`src/pl2d_pkg.sv`:
```
`default_nettype none
package pl2d_pkg;

  localparam int DEF_MAX_POINTS  = 256;
  localparam int DEF_ITER_FACTOR = 100;

  // Q2.14 one, as a shift
  localparam int BIAS_SHIFT = 14;

  localparam logic [15:0] LFSR_MASK = 16'hB400;

  localparam logic [1:0] KIND_LOAD    = 2'd0;
  localparam logic [1:0] KIND_LEARN   = 2'd1;
  localparam logic [1:0] KIND_PREDICT = 2'd2;

  // sign codes, two's complement
  localparam logic [1:0] SGN_ZERO = 2'b00;
  localparam logic [1:0] SGN_POS  = 2'b01;
  localparam logic [1:0] SGN_NEG  = 2'b11;

  typedef struct packed {
    logic        lab_neg;
    logic [15:0] x;
    logic [15:0] y;
  } pt_t;

endpackage
`default_nettype wire

```
`src/pl2d_dot.sv`:
```
`default_nettype none
module pl2d_dot #(
  parameter int TW = 9
) (
  input  wire logic               clk,
  input  wire logic               rst,
  input  wire logic               in_valid,
  input  wire logic [TW-1:0]      in_tag,
  input  wire logic signed [15:0] x,
  input  wire logic signed [15:0] y,
  input  wire logic signed [31:0] w0,
  input  wire logic signed [31:0] w1,
  input  wire logic signed [31:0] w2,
  output logic                    out_valid,
  output logic [TW-1:0]           out_tag,
  output logic [1:0]              out_sign
);
  import pl2d_pkg::*;

  logic               v1;
  logic [TW-1:0]      tag1;
  logic signed [47:0] p1;
  logic signed [47:0] p2;
  logic signed [47:0] pb;
  logic signed [49:0] s;

  assign s = 50'(p1) + 50'(p2) + 50'(pb);

  always_ff @(posedge clk) begin
    if (rst) begin
      v1        <= 1'b0;
      out_valid <= 1'b0;
    end else begin
      v1        <= in_valid;
      out_valid <= v1;
    end
    tag1    <= in_tag;
    p1      <= w1 * x;
    p2      <= w2 * y;
    pb      <= 48'(w0) <<< BIAS_SHIFT;
    out_tag <= tag1;
    if (s == '0) begin
      out_sign <= SGN_ZERO;
    end else if (s[49]) begin
      out_sign <= SGN_NEG;
    end else begin
      out_sign <= SGN_POS;
    end
  end
endmodule
`default_nettype wire
```
`config.mk`:
```
export PLATFORM = sky130hd
export DESIGN_NAME = pl2d_dot
export DESIGN_NICKNAME = d
export VERILOG_FILES = /design/src/pl2d_pkg.sv /design/src/pl2d_dot.sv
export SDC_FILE = /design/constraint.sdc
export NUM_CORES = 2
export LEC_CHECK = 0
export BUFFER_PORTS_ARGS = -buffer_cell sky130_fd_sc_hd__buf_2
export CORE_MARGIN = 2
export CORE_UTILIZATION = 45
export DETAILED_ROUTE_END_ITERATION = 10
export GPL_TIMING_DRIVEN = 0
export PLACE_DENSITY = 0.63
export SYNTH_ARGS = -nofsm -noshare
export SYNTH_HDL_FRONTEND = slang
export SYNTH_SLANG_ARGS = --single-unit
```
`constraint.sdc`:
```
create_clock -name clk -period 13.1 [get_ports clk]
set_input_delay 1.31 -clock clk [delete_from_list [all_inputs] [get_ports clk]]
set_output_delay 1.31 -clock clk [all_outputs]
set_load 0.005 [all_outputs]
```
==> results.cfg <==
[outcome]
status = finished, final reports clean

[route]
via_per_inst = 5.23
ant_nets = 0
wire_per_inst_um = 19.7
vias = 31807
routed_wl_mm = 120
dr.pass1.iters = 5
drt_iter0_drc = 2388
drcViolationCount = 0

[logic_synthesis]
synth_seq_area_share_pct = 7.13
synth_fp_nets = 6084
synth_seq_cells = 150
syn_avg_cell_area_um2 = 9.07
synth-async-reset-ratio_pct = 0
synth-edff-count = 0
netlist_area_mm2 = 0.0421
syn_inst = 4647
synth-warning-count = 0
dominantRegCellSynth = dfxtp_1
synth_cell_types = 76

[worst_setup_path]
critical_path_required_ns = 13.43
endpoint_kind = flop
max_stage_delay_ns = 0.68
crit_chain = buf_2 > inv_1 > buf_1 > nor2_1 > fa_1 > fa_1 > fa_1 > fa_1 > fa_1 > inv_1 > fa_1 > inv_1 > ha_1 > and3_1 > nand3_1 > a211oi_1 > o2111ai_1 > a211o_1 > a21o_1 > a31oi_1 > nand2_1 > o31ai_1 > a21oi_1 > xnor2_1
cp_common_cell = fa_1
path_max_fanout = 10
worst-path-buf-inv = 5
cp.arrival_ns = 9.57
startpoint_type = input port
crit_family = adder cells
crit_path_top_delay_cell = buf_1
crit_type = input port to flop

[layout]
layout_common_cells = inv_1 (1,119), fa_1 (1,007), nand2_1 (634), and2_1 (409), ha_1 (290)
utilization_pct = 48.4
final_common_cell = inv_1
layout-drive-gt1-share_pct = 4.39
area_delta_synth_final_pct = 6.99
num-nets-final = 6254
fillers = 9119

[grt]
grt_pass1_vias = 33513
met3_usage_pct = 3.59
antenna_found_initial = 5
grt_usage_pct = 26.2
grt_max_degree = 18
busiest_layer = met2
grt_overflow_total = 0
grt_use_met1_pct = 35.6
grt_first_pass_wirelength_mm = 190
gr-usage-met2_pct = 42.1

[clocking]
clk_latency_ns = 0.45
cts_tree = yes
clock_path_buffers = 2
cts_made_buffers = 17
cts_hold_buf = 0
cts.sinks = 150
post_cts_buffers = 0
htreeDepth = 4
root_buffer = clkbuf_16
clk_pin_slew_ns = 0.07
cts_resized = 0

[timing]
min_period_ns = 9.24
holdWs_ns = 0.329
finalCritPeriodShare_pct = 70.5
final-setup-viol-count = 0
finClkSkew_ns = 0.00701
fmax_ghz = 0.108
max_slew_margin_pct = 29.1
drv_slew = 0
finalHoldViolations = 0
rsz0062_at_grt = no
finalSetupTns_ns = 0
tightest_slew_ns = 1.04

[placed_design]
hpwl_mm = 103
place_congestion = 0.962
io_buffers = 151

[job]
cap_violations = 0

[die]
die-area_mm2 = 0.0961
start_util_pct = 45.3
pin_count = 152
core_area_mm2 = 0.0930
fp.dieH_um = 310
num_rows = 112
die_x_um = 310

[hold_path]
min_path_type = flop to flop
## synthesized netlist by cell type, drive strengths merged (6+ instances only)
library cell / n / area, um^2
and3: 16 / 101
nand3: 28 / 140
nand4: 21 / 131
o21a: 22 / 165
nand2b: 34 / 215
nand2: 634 / 2380
ha: 290 / 3630
xor2: 31 / 272
nor2b: 21 / 131
nor2: 131 / 492
a21oi: 125 / 633
o22ai: 6 / 37.5
a31oi: 16 / 100
nor3: 17 / 85.1
mux2i: 6 / 60.1
or3: 7 / 43.8
o21ai: 77 / 385
dfxtp: 150 / 3000
inv: 1120 / 4200
xnor2: 92 / 825
or4: 6 / 45.0
and2: 409 / 2560
buf: 10 / 66.3
a211oi: 15 / 118
a21o: 59 / 443
a211o: 6 / 52.6
clkbuf: 173 / 649
o211ai: 16 / 120
o21bai: 20 / 150
fa: 1007 / 20200
## routing by layer
| metal | vias up | share of wire, % |
|---|---|---|
| met2 | 1196 | 46 |
| li1 | 14085 | - |
| met1 | 16228 | 41 |
| met4 | 6 | 5.0 |
| met5 | - | 0.029 |
| met3 | 292 | 7.0 |
## cell type report
cell class	count	area, um^2	area share [%]
antenna	1	2.50	0.00555
buffer	183	716	1.59
clock buffer	18	439	0.974
clock inverter	14	179	0.397
inverter	1120	4200	9.33
multi-input combinational	3194	34200	75.9
sequential	150	3000	6.66
tap	1254	1570	3.48
timing repair buffer	151	756	1.68
## worst paths after layout
path                               from           to  slack (ns)  cells past startpoint
worst max-delay path              y[15]       p2[47]        3.86                     24
worst min-delay path            tag1[0]   out_tag[0]        0.33                      0
worst max register to register   pb[36]  out_sign[0]        7.70                     13
worst min register to register  tag1[0]   out_tag[0]        0.33                      0
## per-stage QoR
step,setup slack [ns],std cells,area [um^2]
after floorplan,5.77,4647,42100
after global placement,3.55,6052,44500
after detailed placement,3.55,6052,44500
after CTS,4.01,6084,45100
after global routing,3.64,6084,45100
final,3.86,6085,45100
## logic make-up after synthesis
family / after synthesis / synth area share, %
xor gates and xnor gates: 123 / 2.60
DFF: 150 / 7.13
adders and majority gates: 1297 / 56.5
and+or+nand+nor: 1351 / 15.6
buffers and inverters: 1303 / 11.7
AOI/OAI and AO/OA: 414 / 6.36
muxes: 9 / 0.223
## sequential cells by signal (all words and copies together) (netlist names)
signal / flops
pb: 32
tag1: 9
p1: 48
p2: 48
out_tag: 9
v1: 1
out_sign: 2
out_valid: 1
Power is not shown: default switching activity piles up to over one toggle a cycle in this logic, so the estimate is an artifact.
