<file path="src/pl2d_pkg.sv">
`default_nettype none
package pl2d_pkg;

  localparam int DEF_MAX_POINTS  = 256;
  localparam int DEF_ITER_FACTOR = 100;

  // Q2.14 one, as a shift
  localparam int BIAS_SHIFT = 14;

  localparam logic [15:0] LFSR_MASK = 16'hB400;

  localparam logic [1:0] KIND_LOAD    = 2'd0;
  localparam logic [1:0] KIND_LEARN   = 2'd1;
  localparam logic [1:0] KIND_PREDICT = 2'd2;

  // sign codes, two's complement
  localparam logic [1:0] SGN_ZERO = 2'b00;
  localparam logic [1:0] SGN_POS  = 2'b01;
  localparam logic [1:0] SGN_NEG  = 2'b11;

  typedef struct packed {
    logic        lab_neg;
    logic [15:0] x;
    logic [15:0] y;
  } pt_t;

endpackage
`default_nettype wire

</file>
<file path="src/pl2d_mod.sv">
`default_nettype none
module pl2d_mod #(
  parameter int DW = 9
) (
  input  wire logic          clk,
  input  wire logic          rst,
  input  wire logic          go,
  input  wire logic [15:0]   dividend,
  input  wire logic [DW-1:0] divisor,
  output logic               rdy,
  output logic [DW-1:0]      rem
);
  import pl2d_pkg::*;

  // restoring remainder, one dividend bit per cycle
  logic [15:0]   q;
  logic [DW-1:0] d;
  logic [4:0]    cnt;
  logic          run;
  logic [DW:0]   t;
  logic [DW:0]   t_sub;

  assign t     = {rem, q[15]};
  assign t_sub = t - {1'b0, d};

  always_ff @(posedge clk) begin
    if (rst) begin
      run <= 1'b0;
      rdy <= 1'b0;
      cnt <= '0;
    end else begin
      rdy <= 1'b0;
      if (go) begin
        run <= 1'b1;
        cnt <= '0;
        q   <= dividend;
        d   <= divisor;
        rem <= '0;
      end else if (run) begin
        q <= {q[14:0], 1'b0};
        if (t >= {1'b0, d}) begin
          rem <= t_sub[DW-1:0];
        end else begin
          rem <= t[DW-1:0];
        end
        cnt <= cnt + 5'd1;
        if (cnt == 5'd15) begin
          run <= 1'b0;
          rdy <= 1'b1;
        end
      end
    end
  end
endmodule
`default_nettype wire

</file>
<file path="config.mk">
export PLATFORM = sky130hd
export DESIGN_NAME = pl2d_mod
export DESIGN_NICKNAME = d
export VERILOG_FILES = /design/src/pl2d_pkg.sv /design/src/pl2d_mod.sv
export SDC_FILE = /design/constraint.sdc
export NUM_CORES = 1
export LEC_CHECK = 0
export BUFFER_PORTS_ARGS = -buffer_cell sky130_fd_sc_hd__buf_2
export CORE_UTILIZATION = 62
export CTS_BUF_LIST = sky130_fd_sc_hd__clkbuf_8
export CTS_CLUSTER_DIAMETER = 120
export DETAILED_ROUTE_END_ITERATION = 8
export GPL_TIMING_DRIVEN = 0
export PLACE_DENSITY = 0.88
export SKIP_CTS_REPAIR_TIMING = 1
export SLEW_MARGIN = 30
export SYNTH_ARGS = -nofsm -noshare
export SYNTH_HDL_FRONTEND = slang
export SYNTH_SLANG_ARGS = --single-unit
</file>
<file path="constraint.sdc">
create_clock -name clk -period 7 [get_ports clk]
set_clock_uncertainty 0.05 [all_clocks]
set_input_delay 0.35 -clock clk [delete_from_list [all_inputs] [get_ports clk]]
set_output_delay 0.35 -clock clk [all_outputs]
set_load 0.03 [all_outputs]
</file>
==> metrics.yaml, run 1 <==
detailed_routing:
  firstDrtPassIters: 4
  via_count: 1436
  drc_errors: 0
  vias_per_cell: 5.59
  ant_nets: 0
  wl_per_cell_um: 14.9
  drtIter0Drc: 74
  totalWireLength_um: 3840
synthesis:
  seq_area_frac_synth: 0.557
  synthesis.area_um2: 2080
  synth_common_cells: "edfxtp_1 (34), nor2_1 (16), mux2_2 (15)"
  synth_flop_cell: "edfxtp_1"
  yosysUniqueCellTypes: 41
  ys_ff_latch: 41
  syn_inst: 167
  synth-edff-count: 34
  yosys_warnings: 0
  synth.area.top_cells: "edfxtp_1 (49%), mux2_2 (8.1%), dfxtp_1 (6.7%)"
  synth.net_count: 207
  synth.most_common_cell: "edfxtp_1"
  synth_top_area_frac: 0.490
  synth_top_area_cell: "edfxtp_1"
  synthArstFlopShare: 0
  avgSynthCellArea_um2: 12.5
worst_setup_path:
  worstPathRequired_ns: 6.97
  endpoint: "rem[1]"
  cp_num_cells: 10
  path_class: "reg2reg"
  path_cells: "inv_1 > ha_1 > inv_1 > fa_1 > a21o_1 > a221oi_2 > a31oi_1 > buf_6 > mux2i_1 > nor2_1"
  cp_max_fo: 10
  reg2reg_slack_ns: 4.34
  crit_family: "compound AO/OA/AOI/OAI gates"
  crit_start: "q[15]"
  cpMostUsedCell: "inv_1"
  max_stage_delay_ns: 0.41
  rr_startpoint: "q[15]"
  worst_setup_path_start_kind: "flip-flop"
  r2r_end: "rem[1]"
  crit_buf_inv: 3
  reg2regPathDepth: 10
  cp-end-kind: "flip-flop"
  crit_slowest_cell: "fa_1"
  worstPathArrival_ns: 2.63
pwr:
  power_mw: 0.574
  p_per_area_nw_per_um2: 236
  p_leak_nw: 1.02
  ir_drop_mv: 0.184
timing:
  finalSetupViolations: 0
  maxSlewHeadroom: 0.463
  drv_slew: 0
  max_freq_mhz: 376
  post-route-period-util: 0.380
  rsz0062_at_grt: "false"
  hold_viol: 0
  tightest_slew_ns: 0.803
  period_needed_ns: 2.66
  worst_slack_ns: 4.34
  setup_tns_ns: 0
clock_network:
  clock-sinks: 41
  cts_tree: "done"
  htreeDepth: 2
  cts-buffers-inserted: 5
  clk_pin_slew_ns: 0.08
  root_buffer: "clkbuf_8"
  clk_latency_ns: 0.29
  clock_path_buffers: 2
place:
  gp_congestion: 0.817
  port_buffers: 37
  placed_area_um2: 2350
  dp_hpwl_um: 2910
  pre_cts_slack_ns: 4.39
finish:
  diodes: 0
  syn_to_final_growth_pct: 16.6
  layout.nets: 252
  drive_gt1_frac: 0.324
  fin_area_um2: 2430
status:
  status: "finished, final reports clean"
floorplan:
  initial_core_util: 0.666
  fp.dieW_um: 60.0
  pin_count: 38
  die_h_um: 60.0
  fp-row-count: 20
  die_area_um2: 3600
  core_area_um2: 3130
job:
  cap_violations: 0
global_route:
  grt_use_total: 0.246
  grt_pass1_vias: 1432
  grt_pass1_wl_um: 6190
  grt_overflow_total: 0
  grt_start_max_net_pins: 17
  antenna_found_initial: 0
min_path:
  hold_class: "in2reg"
  holdPathStages: 1
==> logic make-up (layout without fill, tap and decap cells) <==
logic type,count (synthesis),count (layout),share of synthesized area
XOR/XNOR,6,6,0.0252
AND/OR/NAND/NOR,43,43,0.103
adder cells (fa/ha/maj),12,12,0.0756
AO/OA/AOI/OAI,25,25,0.0918
flip-flops,41,41,0.557
multiplexers,20,20,0.107
buffers and inverters,20,66,0.0396
==> power breakdown <==
| group | internal [mW] | switching (mW) |
|---|---|---|
| clock network | 0.0676 | 0.0779 |
| logic | 0.0592 | 0.0754 |
| registers | 0.286 | 0.00831 |
==> metrics by stage <==
step | std cells | hold slack [ns] | util
detailed placement | 249 | 0.478 | 0.750
global placement | 248 | 0.415 | 0.743
CTS | 257 | 0.171 | 0.777
global route | 257 | 0.166 | 0.777
finish | 257 | 0.179 | 0.777
floorplan | 167 | 0.379 | -
==> flip-flops by register name, summed over array words and instances, names as in the netlist <==
register and cells:
rdy 1, run 1, rem 9, cnt 5, q 16, d 9
==> area by class of cell <==
cell class,count,area (um2)
plain buffers,6,30.0
clock buffers,5,68.8
clock inverters,3,13.8
fillers,202,698
inverters,14,52.6
multi-input cells,106,848
flip-flops and latches,41,1160
well taps,44,55.1
repair buffers,38,200
==> per-layer routing <==
layer  vias to the layer above  part of all wire  wire length, um  global-route usage
met5                         -                 0                0                   0
met4                         0             0.023               89               0.120
met3                        10             0.045              171              0.0693
met2                        51              0.51             1960               0.430
met1                       679              0.42             1630               0.275
li1                        696                 -                -                   -
==> worst register-to-register path, stage by stage (launching register included) <==
cell and delay [ns]:
edfxtp_1 0.39, inv_1 0.07, ha_1 0.16, inv_1 0.05, fa_1 0.41, a21o_1 0.20
a221oi_2 0.39, a31oi_1 0.23, buf_6 0.21, mux2i_1 0.17, nor2_1 0.07
==> worst min path at each step <==
stage,start,end,slack [ns]
CTS,divisor[6],d[6],0.17
global placement,cnt[4],cnt[4],0.42
global route,divisor[4],d[4],0.17
floorplan,rst,run,0.38
detailed placement,divisor[3],d[3],0.48
finish,divisor[6],d[6],0.18
==> placed cells by master, fill, tap and decap left out, types with 2 or more instances in the layout <==
cell type | synthesis | final
buf_2 | 0 | 37
edfxtp_1 | 34 | 34
inv_1 | 14 | 15
mux2_2 | 15 | 15
nor2_1 | 16 | 15
ha_1 | 11 | 11
dfxtp_1 | 7 | 7
nand2_1 | 5 | 5
clkbuf_8 | 0 | 5
mux2i_1 | 4 | 4
o21ai_0 | 4 | 4
xnor2_1 | 4 | 4
a21oi_1 | 4 | 4
and3_1 | 3 | 3
clkbuf_1 | 3 | 3
nor2b_1 | 3 | 3
a21o_1 | 3 | 3
nand3_1 | 3 | 3
buf_1 | 2 | 2
a211oi_1 | 2 | 2
nand4_1 | 2 | 2
a211oi_2 | 2 | 2
or2_2 | 2 | 2
xor2_1 | 2 | 2
o2111ai_1 | 2 | 2
or2_0 | 2 | 2
or3_1 | 2 | 2
clkinv_2 | 0 | 2
(Power assumes the default switching activity.)
==> run 2, diff against run 1 <==
--- a/config.mk
+++ b/config.mk
@@ -6,12 +6,12 @@
 export NUM_CORES = 1
 export LEC_CHECK = 0
 export BUFFER_PORTS_ARGS = -buffer_cell sky130_fd_sc_hd__buf_2
-export CORE_UTILIZATION = 62
+export CORE_UTILIZATION = 57
 export CTS_BUF_LIST = sky130_fd_sc_hd__clkbuf_8
 export CTS_CLUSTER_DIAMETER = 120
 export DETAILED_ROUTE_END_ITERATION = 8
 export GPL_TIMING_DRIVEN = 0
-export PLACE_DENSITY = 0.88
+export PLACE_DENSITY = 0.81
 export SKIP_CTS_REPAIR_TIMING = 1
 export SLEW_MARGIN = 30
 export SYNTH_ARGS = -nofsm -noshare
==> constraint.sdc (replaced) <==
create_clock -name clk -period 2.8 [get_ports clk]
set_clock_uncertainty 0.05 [all_clocks]
set_input_delay 0.14 -clock clk [delete_from_list [all_inputs] [get_ports clk]]
set_output_delay 0.14 -clock clk [all_outputs]
set_load 0.03 [all_outputs]
==> run 2 against run 1 <==
Compared with the run above: first-iteration DRC count rose by 5.4%; via count up 1.9%; non-clock buffer count grew 8; wire length up 6.5%; final cell count increased by 3.9%; critical path depth is the same; clock power grew to 3.0 times the previous value; core utilization down 3.6 points.
==> metrics.yaml, run 2 (synthesis results as in run 1) <==
status:
  status: "finished, final reports clean"
global_route:
  grt_pass1_vias: 1482  # +3.5%
  grt_pass1_wl_um: 6470  # +4.6%
  grt_start_max_net_pins: 26  # +9
  met2_usage: 0.387  # -0.0429
  use_met3: 0.0547  # -0.0145
  grt_util_met1: 0.233  # -0.0420
  grt-busiest-layer: "met2"
  grt_overflow_total: 0  # unchanged
  grt_use_total: 0.214  # -0.0321
  antenna_found_initial: 0  # unchanged
detailed_routing:
  drc_errors: 0  # unchanged
  drtIter0Drc: 78  # +5.4%
  wl_per_cell_um: 15.3  # +2.5%
  ant_nets: 0  # unchanged
  vias_per_cell: 5.48  # -1.9%
  totalWireLength_um: 4090  # +6.5%
  via_count: 1463  # +1.9%
  firstDrtPassIters: 4  # unchanged
place:
  gp_congestion: 0.849  # +4.0%
  port_buffers: 37  # unchanged
  dp_hpwl_um: 2950  # +1.4%
  place_inst: 250  # +0.40%
clock_network:
  clock_path_buffers: 2  # unchanged
  cts-buffers-inserted: 5  # unchanged
  htreeDepth: 2  # unchanged
  clock-sinks: 41  # unchanged
  cts_tree: "done"
  clk_pin_slew_ns: 0.07  # about the same
  root_buffer: "clkbuf_8"
  clk_latency_ns: 0.28  # about the same
worst_setup_path:
  cp-end-kind: "flip-flop"
  crit_family: "compound AO/OA/AOI/OAI gates"
  reg2regPathDepth: 10  # unchanged
  cp_num_cells: 10  # unchanged
  crit_slowest_cell: "edfxtp_1"
  path_cells: "inv_1 > ha_1 > inv_1 > fa_1 > a21o_1 > a221oi_2 > a31oi_1 > buf_6 > mux2i_1 > nor2_1"
  rr_startpoint: "q[15]"
  cpMostUsedCell: "inv_1"
  r2r_end: "rem[4]"
  worstPathRequired_ns: 2.77  # -4.20 ns
  worst_setup_path_start_kind: "flip-flop"
  crit_start: "q[15]"
  path_class: "reg2reg"
  cp_max_fo: 10  # unchanged
  crit_buf_inv: 3  # unchanged
  reg2reg_slack_ns: 0.15  # -4.19 ns
  endpoint: "rem[4]"
  max_stage_delay_ns: 0.41  # about the same
  worstPathArrival_ns: 2.62  # about the same
finish:
  top_regs: "q: 16 flops, d: 9 flops, rem: 9 flops"
  layout.nets: 260  # +3.2%
  diodes: 0  # unchanged
  fill_cells: 246  # +22%
  fin_util: 0.741  # -0.0358
  final_cell_mix: "buf_2 (37), edfxtp_1 (34), inv_1 (15), mux2_2 (15), nor2_1 (15)"
  top_register: "q"
  largest_reg_flops: 16  # unchanged
  layout_commonest_cell: "buf_2"
  finalNonFillerCells: 267  # +3.9%
  syn_to_final_growth_pct: 21.4
  drive_gt1_frac: 0.303  # -0.0208
pwr:
  ir_drop_mv: 0.454  # +150%
  seqPwrFrac: 0.483  # -0.029
  switching_share: 0.259  # -0.0222
  netSwitchingPower_mw: 0.395  # +140%
  p_int_mw: 1.13  # +170%
  p_per_area_nw_per_um2: 602  # +150%
  power_mw: 1.52  # +170%
  p_clk_frac: 0.289  # +0.036
  p_leak_nw: 1.06  # +3.7%
  power_frac_comb: 0.228  # -0.006
timing:
  hold_viol: 0  # unchanged
  finalSetupViolations: 0  # unchanged
  tightest_slew_ns: 0.777  # -0.0266 ns
  rsz0062_at_grt: "false"
  post-route-period-util: 0.947  # +0.567
  holdWs_ns: 0.0537  # -0.125 ns
  max_freq_mhz: 377  # +0.25%
  maxSlewHeadroom: 0.481  # +0.0178
  period_needed_ns: 2.65  # -0.00676 ns
  drv_slew: 0  # unchanged
floorplan:
  fp-row-count: 21  # +5.0%
  pin_count: 38  # unchanged
  core_area_um2: 3420  # +9.2%
  die_area_um2: 3900  # +8.5%
  die_h_um: 62.5  # +4.2%
  fp.dieW_um: 62.5  # +4.2%
  initial_core_util: 0.610  # -0.0561
min_path:
  hold_class: "in2reg"
job:
  cap_violations: 0  # unchanged
run 2: cell types whose count changed in the layout (fill, tap and decap cells not counted), sizes merged:
cell,previous run,this run
clkinv,2,1
buf,41,40
dlygate4sd3,0,9
bufinv,0,1
run 2: layout make-up:
cell class | count | area (um2) | area share
Buffer | 6 | 30.0 | 0.0119
Clock buffer | 5 | 68.8 | 0.0272
Clock inverter | 3 | 37.5 | 0.0148
Inverter | 14 | 52.6 | 0.0208
Multi-Input combinational cell | 106 | 848 | 0.335
Sequential cell | 41 | 1160 | 0.459
Tap cell | 46 | 57.6 | 0.0227
Timing Repair Buffer | 46 | 275 | 0.109
run 2: stage by stage:
step	cell area [um2]	TNS, ns	setup slack [ns]
after global placement	2330	-6.63	-0.266
after floorplan	2080	0	0.381
after global routing	2530	0	0.00715
after CTS	2440	0	0.152
after detailed placement	2330	0	0.165
final	2530	0	0.148
run 2: worst min-delay path by stage:
| stage | endpoint | depth (start not counted) | slack [ns] | from |
|---|---|---|---|---|
| after floorplan | run | 1 | 0.17 | rst |
| after global placement | d[8] | 1 | 0.27 | divisor[8] |
| after detailed placement | d[2] | 1 | 0.27 | divisor[2] |
| after CTS | d[8] | 1 | -0.03 | divisor[8] |
| after global routing | run | 2 | 0.06 | rst |
| final | run | 2 | 0.05 | rst |
run 2: per-layer routing:
layer	wire length, um	up-vias
li1	-	717
met1	1630	698
met2	2230	36
met3	140	12
met4	85	0
met5	0	-
run 2: power groups by stage:
stage	clock (mW)	combinational [mW]	sequential, mW
floorplan	0	0.222	0.771
global placement	0	0.314	0.747
detailed placement	0	0.333	0.749
CTS	0.449	0.335	0.736
global route	0.478	0.378	0.740
finish	0.441	0.347	0.736
==> run 3, diff against run 2 <==
--- a/config.mk
+++ b/config.mk
@@ -5,13 +5,14 @@
 export SDC_FILE = /design/constraint.sdc
 export NUM_CORES = 1
 export LEC_CHECK = 0
+export ABC_AREA = 1
 export BUFFER_PORTS_ARGS = -buffer_cell sky130_fd_sc_hd__buf_2
-export CORE_UTILIZATION = 57
+export CORE_UTILIZATION = 58
 export CTS_BUF_LIST = sky130_fd_sc_hd__clkbuf_8
 export CTS_CLUSTER_DIAMETER = 120
 export DETAILED_ROUTE_END_ITERATION = 8
 export GPL_TIMING_DRIVEN = 0
-export PLACE_DENSITY = 0.81
+export PLACE_DENSITY = 0.82
 export SKIP_CTS_REPAIR_TIMING = 1
 export SLEW_MARGIN = 30
 export SYNTH_ARGS = -nofsm -noshare
==> run 3 against run 2 <==
Compared with the run above: wire length is 8.7% higher; synthesized cell count up 67%; sequential cell count unchanged; non-clock buffer count is 2 lower; critical path type unchanged.
==> metrics.yaml, run 3 <==
timing:
  tightest_slew_ns: 0.862  # +0.0853 ns
  worst_slack_ns: 0.649  # +0.501 ns
  drv_slew: 0  # unchanged
  period_needed_ns: 2.15  # -0.501 ns
  max_freq_mhz: 465  # +23%
  maxSlewHeadroom: 0.422  # -0.0593
  holdWs_ns: 0.0526  # -0.00115 ns
  hold_viol: 0  # unchanged
  setup_tns_ns: 0  # unchanged
  rsz0062_at_grt: "false"
  finalSetupViolations: 0  # unchanged
  post-route-period-util: 0.768  # -0.179
finish:
  drive_gt1_frac: 0.193  # -0.110
  fill_cells: 307  # +25%
  fin_area_um2: 2750  # +8.6%
  final_cell_mix: "nand2_1 (95), inv_1 (46), buf_2 (40)"
  multiInputGateArea_um2: 927  # +9.3%
  finalNonFillerCells: 380  # +42%
  syn_to_final_growth_pct: 19.5
  top_register: "q"
  diodes: 0  # unchanged
  largest_reg_flops: 16  # unchanged
  layout_commonest_cell: "nand2_1"
  top_regs: "q: 16 flops, d: 9 flops, rem: 9 flops"
  layout.nets: 371  # +43%
  ff_latch_area_um2: 1160  # unchanged
worst_setup_path:
  cp-end-kind: "flip-flop"
  reg2regPathDepth: 11  # +1
  worstPathRequired_ns: 2.89  # +0.12 ns
  r2r_end: "rem[4]"
  crit_family: "adder cells"
  max_stage_delay_ns: 0.40  # about the same
  worst_setup_path_start_kind: "flip-flop"
  cp_max_fo: 7  # -3
  path_cells: "inv_1 > ha_1 > inv_1 > fa_1 > nand2_1 > nand2_2 > nand3_2 > nand2_4 > a21oi_2 > nor2_1 > nor2_1"
  crit_buf_inv: 2  # -1
  worstPathArrival_ns: 2.24  # -0.38 ns
  crit_start: "q[15]"
  reg2reg_slack_ns: 0.65  # +0.50 ns
  path_class: "reg2reg"
  cp_num_cells: 11  # +1
  rr_startpoint: "q[15]"
  crit_slowest_cell: "fa_1"
pwr:
  netSwitchingPower_mw: 0.451  # +14%
  p_clk_frac: 0.314  # +0.025
  ir_drop_mv: 0.387  # -15%
  power_frac_comb: 0.224  # -0.004
  p_leak_nw: 1.38  # +30%
  seqPwrFrac: 0.462  # -0.021
  p_per_area_nw_per_um2: 577  # -4.2%
  p_int_mw: 1.13  # +0.44%
  switching_share: 0.285  # +0.0256
synthesis:
  synth_top_area_cell: "edfxtp_1"
  synthesis.area_um2: 2300  # +10%
  synthArstFlopShare: 0  # unchanged
  yosys_warnings: 0  # unchanged
  synth_common_cells: "nand2_1 (95), inv_1 (47), edfxtp_1 (34)"
  synth-edff-count: 34  # unchanged
  synth.area.top_cells: "edfxtp_1 (44%), nand2_1 (16%), inv_1 (7.7%)"
  synth.most_common_cell: "nand2_1"
  yosysUniqueCellTypes: 28  # -32%
  syn_inst: 279  # +67%
  avgSynthCellArea_um2: 8.24  # -34%
  synth.net_count: 319  # +54%
  seq_area_frac_synth: 0.505  # -0.0521
  synth_top_area_frac: 0.444  # -0.0458
  synth_flop_cell: "edfxtp_1"
  ys_ff_latch: 41  # unchanged
detailed_routing:
  vias_per_cell: 4.84  # -12%
  drtIter0Drc: 93  # +19%
  ant_nets: 0  # unchanged
  totalWireLength_um: 4450  # +8.7%
  drc_errors: 0  # unchanged
  via_count: 1838  # +26%
  firstDrtPassIters: 4  # unchanged
  wl_per_cell_um: 11.7  # -24%
clock_network:
  clk_latency_ns: 0.30  # +0.02 ns
  clock-sinks: 41  # unchanged
  root_buffer: "clkbuf_8"
  cts_tree: "done"
  clk_pin_slew_ns: 0.09  # +0.02 ns
  clock_path_buffers: 2  # unchanged
  htreeDepth: 2  # unchanged
  cts-buffers-inserted: 5  # unchanged
min_path:
  worstHoldEndpoint: "q[0]"
  min_from: "dividend[0]"
  hold_class: "in2reg"
  holdPathStages: 3  # +1
global_route:
  grt_pass1_wl_um: 7560  # +17%
  grt_pass1_vias: 1743  # +18%
  grt_overflow_total: 0  # unchanged
  antenna_found_initial: 0  # unchanged
  grt_use_total: 0.240  # +0.0256
  grt_start_max_net_pins: 26  # unchanged
place:
  pre_cts_slack_ns: 0.670  # +0.506 ns
  place_inst: 363  # +45%
  port_buffers: 36  # -2.7%
  dp_hpwl_um: 3190  # +8.2%
  gp_congestion: 0.834  # -1.8%
  placed_area_um2: 2540  # +8.8%
floorplan:
  initial_core_util: 0.614  # +0.00405
  die_h_um: 65.0  # +4.0%
  die_area_um2: 4220  # +8.1%
  pin_count: 38  # unchanged
  fp-row-count: 22  # +4.8%
  core_area_um2: 3740  # +9.6%
  fp.dieW_um: 65.0  # +4.0%
job:
  cap_violations: 0  # unchanged
status:
  status: "finished, final reports clean"
## run 3: kinds of logic (layout without fill, tap and decap cells)
group	after synthesis	after routing	synth area share
buffers and inverters	55	108	0.0919
AOI/OAI and AO/OA	12	12	0.0283
DFF	41	41	0.505
xor gates and xnor gates	3	3	0.0114
and+or+nand+nor	156	156	0.295
adders and majority gates	12	12	0.0686
## run 3: tightest hold or removal path, delay by kind of cell
family                 cells  cell delay [ns]
buffers and inverters      2             0.11
and+or+nand+nor            1             0.04
## run 3: worst max-delay path by stage
stage | end | slack (ns)
2_1_floorplan | rem[7] | 0.89
3_3_place_gp | rem[4] | 0.74
3_5_place_dp | rem[4] | 0.67
4_1_cts | rem[4] | 0.63
5_1_grt | q[13] | 0.49
6_report | rem[4] | 0.65
## run 3: cell type report
cell class | count | share of cell area
clock buffers | 6 | 0.0300
plain buffers | 5 | 0.00865
repair buffers | 45 | 0.0983
inverters | 50 | 0.0683
flip-flops and latches | 41 | 0.422
well taps | 48 | 0.0218
multi-input cells | 183 | 0.337
clock inverters | 2 | 0.0132
## run 3: metrics by stage
stage,total power [mW],util
2_1_floorplan,1.00,-
6_report,1.58,0.734
4_1_cts,1.58,0.710
3_3_place_gp,1.08,0.678
3_5_place_dp,1.09,0.678
5_1_grt,1.67,0.734
## run 3: power by group through the flow
stage	logic, mW	clock network (mW)	registers [mW]
floorplan	0.237	0	0.767
CTS	0.345	0.506	0.733
detailed placement	0.344	0	0.746
global placement	0.336	0	0.745
global route	0.407	0.528	0.737
finish	0.355	0.498	0.732
## run 3: layer usage
metal | track usage | wire length (um)
met5 | 0 | 0
met1 | 0.300 | 2000
met3 | 0.0440 | 149
met2 | 0.414 | 2230
met4 | 0.0806 | 65
